$ cat src/hw/rtl/bsfd_pkg.sv
// ----------------------------------------------------------------------------
// bsfd_pkg
// Shared types, codes and the seven-segment table for the four digit setter
// and display scanner.
// ----------------------------------------------------------------------------
package bsfd_pkg;

   // Number of display digits and widths derived from it.
   localparam int NUM_DIGITS  = 4;
   localparam int DIGIT_W     = 4;
   localparam int SEL_W       = 2;
   localparam int SEG_W       = 7;
   localparam int CNT_W       = 8;
   localparam int CSR_IDX_W   = 2;
   localparam int QUEUE_DEPTH = 2;
   localparam int QPTR_W      = 1;
   localparam int QCNT_W      = 2;

   // Item kinds carried on the request tuser bit.
   localparam logic OP_BUTTON = 1'b0;
   localparam logic OP_TICK   = 1'b1;

   // Configuration register indexes.
   localparam logic [CSR_IDX_W-1:0] REG_REPEAT_THRESHOLD = 2'd0;
   localparam logic [CSR_IDX_W-1:0] REG_SELECT_THRESHOLD = 2'd1;
   localparam logic [CSR_IDX_W-1:0] REG_REFRESH_PERIOD   = 2'd2;

   // Reset values of the configuration registers.
   localparam logic [CNT_W-1:0] RESET_REPEAT_THRESHOLD = 8'd20;
   localparam logic [CNT_W-1:0] RESET_SELECT_THRESHOLD = 8'd50;
   localparam logic [CNT_W-1:0] RESET_REFRESH_PERIOD   = 8'd20;

   localparam logic [CNT_W-1:0]   COUNT_MAX = 8'd255;
   localparam logic [DIGIT_W-1:0] DIGIT_MAX = 4'd9;

   // The four digit values of one scan, units in entry 0.
   typedef logic [NUM_DIGITS-1:0][DIGIT_W-1:0] digits_type;

   // A scan request handed from the front end to the queue.
   typedef struct packed {
      logic       valid;
      digits_type digits;
   } scan_push_type;

   // Common cathode patterns, bit 0 = segment a; codes above nine are blank.
   function automatic logic [SEG_W-1:0] seg_pattern(input logic [DIGIT_W-1:0] value);
      logic [SEG_W-1:0] pattern;
      unique case (value)
         4'd0:    pattern = 7'h3F;
         4'd1:    pattern = 7'h06;
         4'd2:    pattern = 7'h5B;
         4'd3:    pattern = 7'h4F;
         4'd4:    pattern = 7'h66;
         4'd5:    pattern = 7'h6D;
         4'd6:    pattern = 7'h7D;
         4'd7:    pattern = 7'h07;
         4'd8:    pattern = 7'h7F;
         4'd9:    pattern = 7'h6F;
         default: pattern = 7'h00;
      endcase
      return pattern;
   endfunction

endpackage

$ cat src/hw/rtl/bsfd_front.sv
// ----------------------------------------------------------------------------
// bsfd_front
// Accepts button samples and ticks, keeps the hold and refresh counters, the
// digit values and the configuration registers, and requests display scans.
// ----------------------------------------------------------------------------
module bsfd_front (
   input  logic                         clock,
   input  logic                         reset,
   input  logic                         req_tvalid,
   output logic                         req_tready,
   input  logic [7:0]                   req_tdata,   // up, down, select, zero fill
   input  logic                         req_tuser,   // kind: 0 button, 1 tick
   input  logic                         csr_valid,
   output logic                         csr_ready,
   input  logic [bsfd_pkg::CSR_IDX_W-1:0] csr_index,
   input  logic [bsfd_pkg::CNT_W-1:0]   csr_data,
   input  logic                         queue_full,
   output bsfd_pkg::scan_push_type      push
);
   import bsfd_pkg::*;

   logic [CNT_W-1:0] repeat_thr_ff, repeat_thr_in;
   logic [CNT_W-1:0] select_thr_ff, select_thr_in;
   logic [CNT_W-1:0] period_ff, period_in;
   logic [CNT_W-1:0] hold_ff, hold_in;
   logic [CNT_W-1:0] refresh_ff, refresh_in;
   logic [SEL_W-1:0] sel_ff, sel_in;
   digits_type       digits_ff, digits_in;

   logic             accept;
   logic             up, down, sel_btn;
   logic [CNT_W-1:0] hold_bump;
   logic [CNT_W-1:0] refresh_bump;
   logic [DIGIT_W-1:0] cur_digit;
   logic [DIGIT_W-1:0] down_step;

   // A tick may need a queue slot, so items are taken only while one is free.
   assign req_tready = !queue_full;
   assign csr_ready  = 1'b1;
   assign accept     = req_tvalid && req_tready;

   assign up      = req_tdata[0];
   assign down    = req_tdata[1];
   assign sel_btn = req_tdata[2];

   assign hold_bump    = (hold_ff == COUNT_MAX) ? hold_ff : hold_ff + 8'd1;
   assign refresh_bump = (refresh_ff == COUNT_MAX) ? refresh_ff : refresh_ff + 8'd1;
   assign cur_digit    = digits_ff[sel_ff];
   assign down_step    = (cur_digit == 4'd0) ? 4'd0 : cur_digit - 4'd1;

   // Configuration writes; indexes outside the list are dropped.
   always_comb begin
      repeat_thr_in = repeat_thr_ff;
      select_thr_in = select_thr_ff;
      period_in     = period_ff;
      if (csr_valid && csr_ready) begin
         unique case (csr_index)
            REG_REPEAT_THRESHOLD: repeat_thr_in = csr_data;
            REG_SELECT_THRESHOLD: select_thr_in = csr_data;
            REG_REFRESH_PERIOD:   period_in     = csr_data;
            default: ;
         endcase
      end
   end

   // Item classification and the state updates that follow from it.
   always_comb begin
      hold_in     = hold_ff;
      refresh_in  = refresh_ff;
      sel_in      = sel_ff;
      digits_in   = digits_ff;
      push.valid  = 1'b0;
      push.digits = digits_ff;
      if (accept) begin
         if (req_tuser == OP_TICK) begin
            if (refresh_bump >= period_ff) begin
               push.valid = 1'b1;
               refresh_in = '0;
            end else begin
               refresh_in = refresh_bump;
            end
         end else begin
            priority if (up || down) begin
               if (hold_ff > repeat_thr_ff) begin
                  hold_in = '0;
                  if (up) begin
                     digits_in[sel_ff] = (cur_digit >= DIGIT_MAX) ? 4'd0 : cur_digit + 4'd1;
                  end else begin
                     digits_in[sel_ff] = (down_step > DIGIT_MAX) ? 4'd0 : down_step;
                  end
               end else begin
                  hold_in = hold_bump;
               end
            end else if (sel_btn) begin
               if (hold_ff > select_thr_ff) begin
                  hold_in = '0;
                  sel_in  = sel_ff + 2'd1;
               end else begin
                  hold_in = hold_bump;
               end
            end else begin
               hold_in = '0;
            end
         end
      end
   end

   always_ff @(posedge clock) begin
      if (reset) begin
         repeat_thr_ff <= RESET_REPEAT_THRESHOLD;
         select_thr_ff <= RESET_SELECT_THRESHOLD;
         period_ff     <= RESET_REFRESH_PERIOD;
         hold_ff       <= '0;
         refresh_ff    <= '0;
         sel_ff        <= '0;
         digits_ff     <= '0;
      end else begin
         repeat_thr_ff <= repeat_thr_in;
         select_thr_ff <= select_thr_in;
         period_ff     <= period_in;
         hold_ff       <= hold_in;
         refresh_ff    <= refresh_in;
         sel_ff        <= sel_in;
         digits_ff     <= digits_in;
      end
   end

   // The front end must never push into a full queue.
   a_no_push_when_full: assert property (@(posedge clock) disable iff (reset)
      queue_full |-> !push.valid)
      else $error("scan pushed while queue full");

   // Digits only ever hold decimal values.
   a_digits_decimal: assert property (@(posedge clock) disable iff (reset)
      (digits_ff[0] <= DIGIT_MAX) && (digits_ff[1] <= DIGIT_MAX) &&
      (digits_ff[2] <= DIGIT_MAX) && (digits_ff[3] <= DIGIT_MAX))
      else $error("digit value above nine");

   // A scan clears the refresh counter.
   a_scan_clears_refresh: assert property (@(posedge clock) disable iff (reset)
      push.valid |=> (refresh_ff == '0))
      else $error("refresh counter not cleared after scan");

endmodule

$ cat src/hw/rtl/bsfd_queue.sv
// ----------------------------------------------------------------------------
// bsfd_queue
// Two-entry queue of scan requests between the front end and the scanner.
// ----------------------------------------------------------------------------
module bsfd_queue (
   input  logic                    clock,
   input  logic                    reset,
   input  bsfd_pkg::scan_push_type push,
   output logic                    full,
   output logic                    not_empty,
   input  logic                    pop,
   output bsfd_pkg::digits_type    head
);
   import bsfd_pkg::*;

   digits_type        entry_ff [QUEUE_DEPTH];
   logic [QPTR_W-1:0] wr_ptr_ff, wr_ptr_in;
   logic [QPTR_W-1:0] rd_ptr_ff, rd_ptr_in;
   logic [QCNT_W-1:0] count_ff, count_in;

   assign full      = (count_ff == QCNT_W'(QUEUE_DEPTH));
   assign not_empty = (count_ff != '0);
   assign head      = entry_ff[rd_ptr_ff];

   // Pointer and fill count update.
   always_comb begin
      wr_ptr_in = push.valid ? wr_ptr_ff + 1'b1 : wr_ptr_ff;
      rd_ptr_in = pop ? rd_ptr_ff + 1'b1 : rd_ptr_ff;
      count_in  = count_ff;
      if (push.valid && !pop) begin
         count_in = count_ff + 2'd1;
      end else if (pop && !push.valid) begin
         count_in = count_ff - 2'd1;
      end
   end

   always_ff @(posedge clock) begin
      if (reset) begin
         wr_ptr_ff <= '0;
         rd_ptr_ff <= '0;
         count_ff  <= '0;
      end else begin
         wr_ptr_ff <= wr_ptr_in;
         rd_ptr_ff <= rd_ptr_in;
         count_ff  <= count_in;
      end
   end

   // Entry storage.
   always_ff @(posedge clock) begin
      if (push.valid) begin
         entry_ff[wr_ptr_ff] <= push.digits;
      end
   end

   a_count_bounded: assert property (@(posedge clock) disable iff (reset)
      count_ff <= QCNT_W'(QUEUE_DEPTH))
      else $error("queue count overflow");

   a_pop_not_empty: assert property (@(posedge clock) disable iff (reset)
      pop |-> not_empty)
      else $error("pop from empty queue");

   a_push_lands: assert property (@(posedge clock) disable iff (reset)
      (push.valid && !pop) |=> not_empty)
      else $error("pushed entry lost");

endmodule

$ cat src/hw/rtl/bsfd_back.sv
// ----------------------------------------------------------------------------
// bsfd_back
// Display scanner: takes one scan request at a time and emits its four
// segment words, units first, through a registered output stage.
// ----------------------------------------------------------------------------
module bsfd_back (
   input  logic                 clock,
   input  logic                 reset,
   input  logic                 not_empty,
   input  bsfd_pkg::digits_type head,
   output logic                 pop,
   output logic                 rsp_tvalid,
   input  logic                 rsp_tready,
   output logic [15:0]          rsp_tdata,   // segments[6:0], digit_enable[10:7], zero fill
   output logic                 rsp_tlast    // last word of a scan
);
   import bsfd_pkg::*;

   digits_type             cur_ff, cur_in;
   logic                   cur_valid_ff, cur_valid_in;
   logic [SEL_W-1:0]       idx_ff, idx_in;
   logic                   out_valid_ff, out_valid_in;
   logic [SEG_W-1:0]       seg_ff, seg_in;
   logic [NUM_DIGITS-1:0]  en_ff, en_in;
   logic                   last_ff, last_in;
   logic                   load;
   logic                   finishing;

   // A word moves to the output stage whenever that stage is free or drains.
   assign load      = cur_valid_ff && (!out_valid_ff || rsp_tready);
   assign finishing = load && (idx_ff == SEL_W'(NUM_DIGITS - 1));
   assign pop       = not_empty && (!cur_valid_ff || finishing);

   always_comb begin
      cur_in       = cur_ff;
      cur_valid_in = cur_valid_ff;
      idx_in       = idx_ff;
      out_valid_in = out_valid_ff;
      seg_in       = seg_ff;
      en_in        = en_ff;
      last_in      = last_ff;
      if (rsp_tready) begin
         out_valid_in = 1'b0;
      end
      if (load) begin
         out_valid_in = 1'b1;
         seg_in       = seg_pattern(cur_ff[idx_ff]);
         en_in        = NUM_DIGITS'(1) << idx_ff;
         last_in      = finishing;
         idx_in       = idx_ff + 2'd1;
         if (finishing) begin
            cur_valid_in = 1'b0;
         end
      end
      if (pop) begin
         cur_in       = head;
         cur_valid_in = 1'b1;
         idx_in       = '0;
      end
   end

   always_ff @(posedge clock) begin
      if (reset) begin
         cur_valid_ff <= 1'b0;
         idx_ff       <= '0;
         out_valid_ff <= 1'b0;
      end else begin
         cur_valid_ff <= cur_valid_in;
         idx_ff       <= idx_in;
         out_valid_ff <= out_valid_in;
      end
   end

   always_ff @(posedge clock) begin
      cur_ff  <= cur_in;
      seg_ff  <= seg_in;
      en_ff   <= en_in;
      last_ff <= last_in;
   end

   assign rsp_tvalid = out_valid_ff;
   assign rsp_tdata  = {5'd0, en_ff, seg_ff};
   assign rsp_tlast  = last_ff;

   a_enable_onehot: assert property (@(posedge clock) disable iff (reset)
      rsp_tvalid |-> $onehot(en_ff))
      else $error("digit enable not one-hot");

   a_last_on_thousands: assert property (@(posedge clock) disable iff (reset)
      rsp_tvalid |-> (last_ff == en_ff[NUM_DIGITS-1]))
      else $error("last flag not on the fourth word");

   a_scan_unbroken: assert property (@(posedge clock) disable iff (reset)
      (rsp_tvalid && rsp_tready && !rsp_tlast) |=> rsp_tvalid)
      else $error("gap inside a scan");

endmodule

$ cat src/hw/rtl/button_set_four_digit_display.sv
// ----------------------------------------------------------------------------
// button_set_four_digit_display
// Four digit decimal setter driven by up, down and select buttons, with a
// multiplexed seven-segment scan emitted on every refresh period.
// ----------------------------------------------------------------------------
// Usage:
//   req_* carries button samples (tuser 0, tdata bits up, down, select) and
//   millisecond ticks (tuser 1). One item is taken per cycle while a slot is
//   free in the two-entry scan queue; button samples give no result.
//   rsp_* carries segment words: tdata holds the pattern and a one-hot digit
//   enable, tlast marks the thousands word that ends a scan.
//   csr_* writes the repeat threshold, select threshold and refresh period;
//   it is always ready and should be used while the block is idle.
// Flow: a tick that completes a period passes through the scan queue and the
//   scanner's current-scan register before its first word reaches the output
//   register; a scan then gives one word per cycle while the receiver is ready,
//   so the scanner sets the sustained rate of scan-producing ticks.
// Reset (synchronous) restores the register defaults, clears counters, the
//   selection and the digits, and empties the queue and output stage.
// When the receiver stalls, words wait in the output register, the queue
//   fills and req_tready falls once both entries are taken.
// ----------------------------------------------------------------------------
module button_set_four_digit_display (
   input  logic        clock,
   input  logic        reset,
   input  logic        req_tvalid,
   output logic        req_tready,
   input  logic [7:0]  req_tdata,   // up_pressed, down_pressed, select_pressed, zero fill
   input  logic        req_tuser,   // opcode
   output logic        rsp_tvalid,
   input  logic        rsp_tready,
   output logic [15:0] rsp_tdata,   // segments[6:0], digit_enable[10:7], zero fill
   output logic        rsp_tlast,   // last_of_scan
   input  logic        csr_valid,
   output logic        csr_ready,
   input  logic [bsfd_pkg::CSR_IDX_W-1:0] csr_index,
   input  logic [bsfd_pkg::CNT_W-1:0]     csr_data
);
   import bsfd_pkg::*;

   scan_push_type push;
   logic          queue_full;
   logic          queue_not_empty;
   logic          queue_pop;
   digits_type    queue_head;

   bsfd_front u_front (
      .clock      (clock),
      .reset      (reset),
      .req_tvalid (req_tvalid),
      .req_tready (req_tready),
      .req_tdata  (req_tdata),
      .req_tuser  (req_tuser),
      .csr_valid  (csr_valid),
      .csr_ready  (csr_ready),
      .csr_index  (csr_index),
      .csr_data   (csr_data),
      .queue_full (queue_full),
      .push       (push)
   );

   bsfd_queue u_queue (
      .clock     (clock),
      .reset     (reset),
      .push      (push),
      .full      (queue_full),
      .not_empty (queue_not_empty),
      .pop       (queue_pop),
      .head      (queue_head)
   );

   bsfd_back u_back (
      .clock      (clock),
      .reset      (reset),
      .not_empty  (queue_not_empty),
      .head       (queue_head),
      .pop        (queue_pop),
      .rsp_tvalid (rsp_tvalid),
      .rsp_tready (rsp_tready),
      .rsp_tdata  (rsp_tdata),
      .rsp_tlast  (rsp_tlast)
   );

endmodule

$ cat config.mk
export PLATFORM = sky130hd
export DESIGN_NAME = button_set_four_digit_display
export DESIGN_NICKNAME = d
export VERILOG_FILES = /design/src/hw/rtl/bsfd_pkg.sv /design/src/hw/rtl/bsfd_front.sv /design/src/hw/rtl/bsfd_queue.sv /design/src/hw/rtl/bsfd_back.sv /design/src/hw/rtl/button_set_four_digit_display.sv
export SDC_FILE = /design/constraint.sdc
export NUM_CORES = 1
export LEC_CHECK = 0
export BUFFER_PORTS_ARGS = -buffer_cell sky130_fd_sc_hd__buf_2
export CORE_ASPECT_RATIO = 0.75
export CORE_MARGIN = 2
export CORE_UTILIZATION = 55
export DETAILED_ROUTE_END_ITERATION = 12
export GPL_TIMING_DRIVEN = 0
export PLACE_DENSITY = 0.76
export SYNTH_ARGS = -nofsm -noshare
export SYNTH_HDL_FRONTEND = slang
export SYNTH_SLANG_ARGS = --single-unit
$ cat constraint.sdc
create_clock -name clock -period 9.3 [get_ports clock]
set_clock_uncertainty 0.05 [all_clocks]
set_input_delay 0.465 -clock clock [delete_from_list [all_inputs] [get_ports clock]]
set_output_delay 0.465 -clock clock [all_outputs]
set_load 0.01 [all_outputs]
## Word level (Yosys, flattened, before mapping)

Memory sizes are Yosys's and may differ from the RTL's. A register that Yosys moved wholly into a read port is not among the register bits.
Index checks and enable logic that the tools add are counted.

- Multiplexer cells: 31
- Order comparisons: 8
- Reduce and logical (&&, ||, !) cells: 31
- Equal/unequal tests: 6
- Shift-type cells: 1
- Multipliers: 0
- Add/subtract/negate cells: 10
- Div/mod/pow operators: 0
- Bitwise operators: 2

Operator list:

| cell | count |
|---|---|
| $mux 8 | 7 |
| $bwmux 16 | 2 |
| $mux 4 | 6 |
| $add 8x1->8 const B | 2 |
| $bmux 4 s2 | 2 |
| $eq 8x8->1 const B | 2 |
| $gt 8x8->1 | 2 |
| $mux 16 | 1 |
| $reduce_and 2->1 | 6 |
| $mux 1 | 10 |
| $reduce_bool 2->1 | 5 |
| $demux 4 s2 | 1 |
| $ge 8x8->1 | 1 |
| $logic_and 1x1->1 | 7 |
| $add 2x1->2 const B | 3 |
| $eq 2x2->1 const B | 3 |
| $lt 2x3->1 const B | 2 |
| $logic_not 1->1 | 5 |
| $reduce_and 5->1 | 1 |
| $add 4x1->4 const B | 1 |
| $ge 4x4->1 const B | 1 |
| $gt 4x4->1 const B | 1 |
| $logic_not 4->1 | 1 |
| $mux 2 | 2 |
| 11 further kinds | 15 |

- Latch bits: 0
- Input port bits: 24
- ROM bits: 112
- Word-level logic and storage cells: 109
- RAM bits: 32
- Bits in registers: 71
- Memories kept: 2

Memory list:

| memory | depth | width | read ports | clocked after memory_dff | write ports | RTL line | text |
|---|---|---|---|---|---|---|---|
| (no name shown) | 16 | 7 | 1 | 1 | 0 | bsfd_pkg.sv:48 | `unique case (value)` |
| u_queue.entry_ff | 2 | 16 | 1 | 1 | 1 | bsfd_queue.sv:16 | `digits_type entry_ff [QUEUE_DEPTH];` |

## Logic depth before layout (Yosys ltp)

- Word-level depth: 10
- Depth in mapped cells: 16
- Depth with buffers taken out: 16

## Hierarchy

From an unflattened synthesis, not the netlist that was laid out.

- Cells, all modules: 578
- Area total of the unflattened synthesis: 6165.9 sq um

Modules (own cells, without submodules):

| module | area each (sq um) | seq. area each (sq um) | instances | cells an instance |
|---|---|---|---|---|
| bsfd_front | 3384.5 | 1161.1 | 1 | 413 |
| bsfd_back | 1417.6 | 920.9 | 1 | 93 |
| bsfd_queue | 1363.8 | 1061.0 | 1 | 72 |

## Worst setup path before layout

No wires, ideal clock.

- Kind: reg2reg
- Start: register u_front.refresh_ff[0]
- End: memory u_queue.entry_ff[0][0] (netlist bit), enable pin
- Data arrival time: 3524 ps
- Path buffers: 1
- Clock period less this slack: 3983 ps
- Cell stages (with the launch flop): 14
- Data required time: 8841 ps
- Setup slack: 5317 ps
- Path through: dfxtp_1 > ha_1 > and3_1 > and3_1 > nand3_1 > xnor2_1 > ha_1 > nand2b_1 > a21o_1 > a21oi_1 > o21ai_0 > a221oi_1 > clkbuf_1 > nor3_1

- Cells in the longest elaborated chain, start to end: 8
- Elaborated cells between the ends (all ways): 9
- Classes of those cells: add/sub: 1; order compare: 1; eq/ne: 1; mux: 6

RTL lines:

| item | RTL line | text |
|---|---|---|
| start: declaration | bsfd_front.sv:26 | `logic [CNT_W-1:0] refresh_ff, refresh_in;` |
| start signal: assignment | bsfd_front.sv:122 | `refresh_ff <= refresh_in;` |
| $add 8x1->8 or $eq 8x8->1 (tied branches) | bsfd_front.sv:47 | `assign refresh_bump = (refresh_ff == COUNT_MAX) ? refresh_ff : refresh_ff + 8'd1;` |
| $mux 8 (*) | bsfd_front.sv:47 |  |
| $ge 8x8->1 (*) | bsfd_front.sv:76 | `if (refresh_bump >= period_ff) begin` |
| $mux 1 (*) | bsfd_front.sv:76 |  |
| $mux 1 (*) | bsfd_front.sv:75 | `if (req_tuser == OP_TICK) begin` |
| $mux 1 (*) | bsfd_front.sv:74 | `if (accept) begin` |
| $mux 1 (*) | bsfd_queue.sv:51 | `if (push.valid) begin` |
| $mux 1 (implied by the code) (*) | bsfd_queue.sv:52 | `entry_ff[wr_ptr_ff] <= push.digits;` |
| end: declaration | bsfd_queue.sv:16 |  |

Mark *: on every way between the ends. The rest lies on a longest branch, timed or not.

==> flow_summary.toml <==
[job]
cap_violations = 0

[clocking]
clkLatencyLatePin_ns = 0.42
hold_buffers = 0
cts_resized = 0
cts.sinks = 126
cts_root_buffer = "clkbuf_16"
cts_tree = "yes"
cts_setup_buffers = 0
cts_buffers = 17
cts_buffer_depth = 2
htree_levels = 4
clk_pin_slew_ns = 0.06

[logic_synthesis]
postSynthCellCount = 586
yosys-top-cells-count = "dfxtp_1, nor2_1, edfxtp_1"
ys_warn_count = 0
synth.distinct_cells = 57
synth-xor-area-share_pct = 1.966
yosys-top-cells-area = "edfxtp_1, dfxtp_1, ha_1, nor2_1, mux2i_1"
synth_top_area_share_pct = 28.89
synth_top_family_by_area = "simple AND/OR/NAND/NOR gates"
ys_ff_latch = 126
yosysMostFrequentCell = "dfxtp_1"
ys_seq_area_share_pct = 50.07
synth-async-reset-ratio_pct = 0
synthAdderAreaFrac_pct = 8.425
postSynthAreaPerCell_um2 = 10.64
synth_compound_area_share_pct = 10.87
synth_mux_area_share_pct = 9.308
synth_area_um2 = 6237
synth_simple_gate_area_share_pct = 14.32
synth_edf_count = 60
synth.largest_area_cell = "edfxtp_1"
yosys_most_used_dff = "dfxtp_1"

[floorplanning]
chipWidth_um = 127.0
die_area_um2 = 12220
die_h_um = 96.23
start_util_pct = 56.79
placementRows = 33
coreArea_um2 = 10980
ioPinCount = 44

[grt]
grt_use_total_pct = 22.15
antenna_found_initial = 0
grt_pass1_vias = 4287
grt_start_max_net_pins = 20
overflow = 0
grt_pass1_wl_um = 20810

[place]
dp_hpwl_um = 9116
gp_congestion = 0.8543
post_dp_cell_area_um2 = 6613
port_buffers = 30
post-place-ws_ns = 5.017

[timing]
tightest_slew_ns = 1.067
setup_slack_ns = 5.001
rsz0062_at_grt = "false"
slew_viol_final = 0
fin_crit_ns = 4.299
relSlewSlack_pct = 28.32
fin_crit_sh_pct = 46.22
fmax_mhz = 232.6
finalSetupTns_ns = 0
final-hold-violation-count = 0
finalSetupViolCount = 0

[pwr]
p_sw_uw = 479.9
seq_power_share_pct = 41.4
p_int_mw = 1.221
clkPwrFrac_pct = 38.3
p_leak_nw = 2.866
ir_worst_vdd_uv = 129.1
p_sw_share_pct = 28.22
combPwrFrac_pct = 20.3
p_per_area_nw_per_um2 = 236.3

[run_status]
outcome = "finished clean"

[setup_path]
crit_type = "flop to flop"
cpMaxStageDelayCell = "a221oi_1"
worstPathMaxFanout = 7
cpPeakStageDelay_ns = 0.70
worstPathCellList = "ha_1 -> and3_1 -> and3_1 -> nand3_1 -> xnor2_1 -> ha_1 -> nand2b_1 -> a21o_1 -> a21oi_1 -> o21ai_0 -> a221oi_1 -> nor2_1 -> ha_1 -> or3_1 -> a21oi_1"
cpMostUsedCell = "ha_1"
required_ns = 9.59
start_kind = "flop"
arrival_ns = 4.59
end_kind = "flop"

[finish]
antennaDiodeCount = 0
syn_to_final_growth_pct = 15.39
final_area_um2 = 7197
fin_util_pct = 65.53
finalNetCount = 707
fillers = 805
drive_gt1_share_pct = 16.36

[route]
drt-total-wl_um = 12790
first_pass_iters = 8
vias_per_cell = 5.683
drtIter0Drc = 293
vias = 4512
post-route-drc-count = 0
ant_nets = 0
avgRoutedWirePerCell_um = 16.11

[hold_path]
worstHoldPathType = "primary input to flop"
[cell usage in the layout (no fill, tap or decap), types with 4 or more instances in the layout]
master       n
dfxtp_1     66
nor2b_1      7
a211oi_2     4
a311oi_1     4
a21oi_1     23
a31oi_1      6
mux2_2      16
buf_4        6
o21ai_0     16
clkinvlp_4   5
nor3_1      18
nand3_1     15
buf_2       32
a21o_1       5
xnor2_1      9
and3_1       9
and2_1       5
o22ai_1      5
inv_1       44
clkbuf_1    21
conb_1       6
nor2_1      63
mux4_2       8
o21a_1       6
edfxtp_1    60
xor2_1       5
ha_1        42
nand2_1     38
nand2b_1    12
mux2i_1     22
clkbuf_16   17
a211oi_1     4
o32ai_1      4
[power by group through the flow]
stage | Clock (mW) | Sequential (mW) | Combinational, mW
after detailed placement | 0 | 0.716 | 0.344
after global placement | 0 | 0.712 | 0.314
after global routing | 0.678 | 0.711 | 0.388
after floorplan | 0 | 0.720 | 0.234
after CTS | 0.654 | 0.704 | 0.348
final | 0.651 | 0.704 | 0.346
[registers in the layout, indices dropped and copies added (netlist names), 2 cells and up]
register / cells
u_back.cur_ff: 16
u_back.en_ff: 4
u_back.idx_ff: 2
u_back.seg_ff: 7
u_front.hold_ff: 8
u_front.period_ff: 8
u_front.push: 16
u_front.refresh_ff: 8
u_front.repeat_thr_ff: 8
u_front.sel_ff: 2
u_front.select_thr_ff: 8
u_queue.count_ff: 2
u_queue.entry_ff: 32
[worst paths after layout]
kind / from / slack (ns) / cells after the start / end
hold / removal: csr_data[4] / 0.25 / 2 / u_front.repeat_thr_ff[4]
setup reg to reg: u_front.refresh_ff[0] / 5.00 / 15 / u_queue.count_ff[1]
setup / recovery: u_front.refresh_ff[0] / 5.00 / 15 / u_queue.count_ff[1]
hold reg to reg: u_front.push[2] / 0.43 / 0 / u_queue.entry_ff[0][2]
[critical path, delay by kind of cell, from the launching register on]
family / cells / cell delay, ns
DFF: 1 / 0.43
AOI/OAI and AO/OA: 5 / 1.27
adders and majority gates: 3 / 0.93
xor gates and xnor gates: 1 / 0.21
and+or+nand+nor: 6 / 1.34
[cell type report]
type | count | area [um2] | share of cell area, %
plain buffers | 29 | 141.4 | 1.965
repair buffers | 32 | 176.4 | 2.451
flip-flops and latches | 126 | 3123 | 43.39
clock inverters | 13 | 141.4 | 1.965
clock buffers | 19 | 442.9 | 6.154
multi-input cells | 391 | 2831 | 39.34
inverters | 44 | 165.2 | 2.295
well taps | 140 | 175.2 | 2.434
[kinds of logic (layout without fill, tap and decap cells)]
group           count (synthesis)  after routing
compound gates                 97             97
xor+xnor                       14             14
fa+ha+maj                      42             42
buf+inv                        73            137
flops                         126            126
mux                            46             46
other cells                     2              6
simple gates                  186            186
[layer usage]
| layer | part of all wire, % | wire length (um) | GRT usage, % | vias up |
|---|---|---|---|---|
| li1 | - | - | - | 2199 |
| met1 | 46 | 5863 | 28.57 | 2172 |
| met2 | 48 | 6159 | 36.47 | 126 |
| met3 | 4.8 | 609 | 5.392 | 15 |
| met4 | 1.2 | 158 | 8.791 | 0 |
| met5 | 0 | 0 | 0 | - |
[metrics by stage]
| stage | cells | total power, mW | hold slack (ns) |
|---|---|---|---|
| final | 794 | 1.701 | 0.2537 |
| after global routing | 794 | 1.778 | 0.2629 |
| after CTS | 794 | 1.706 | 0.2507 |
| after detailed placement | 762 | 1.060 | 0.4230 |
| after global placement | 760 | 1.026 | 0.4123 |
| after floorplan | 590 | 0.9541 | 0.3914 |
Note: power is estimated with default switching activity, not from simulation.
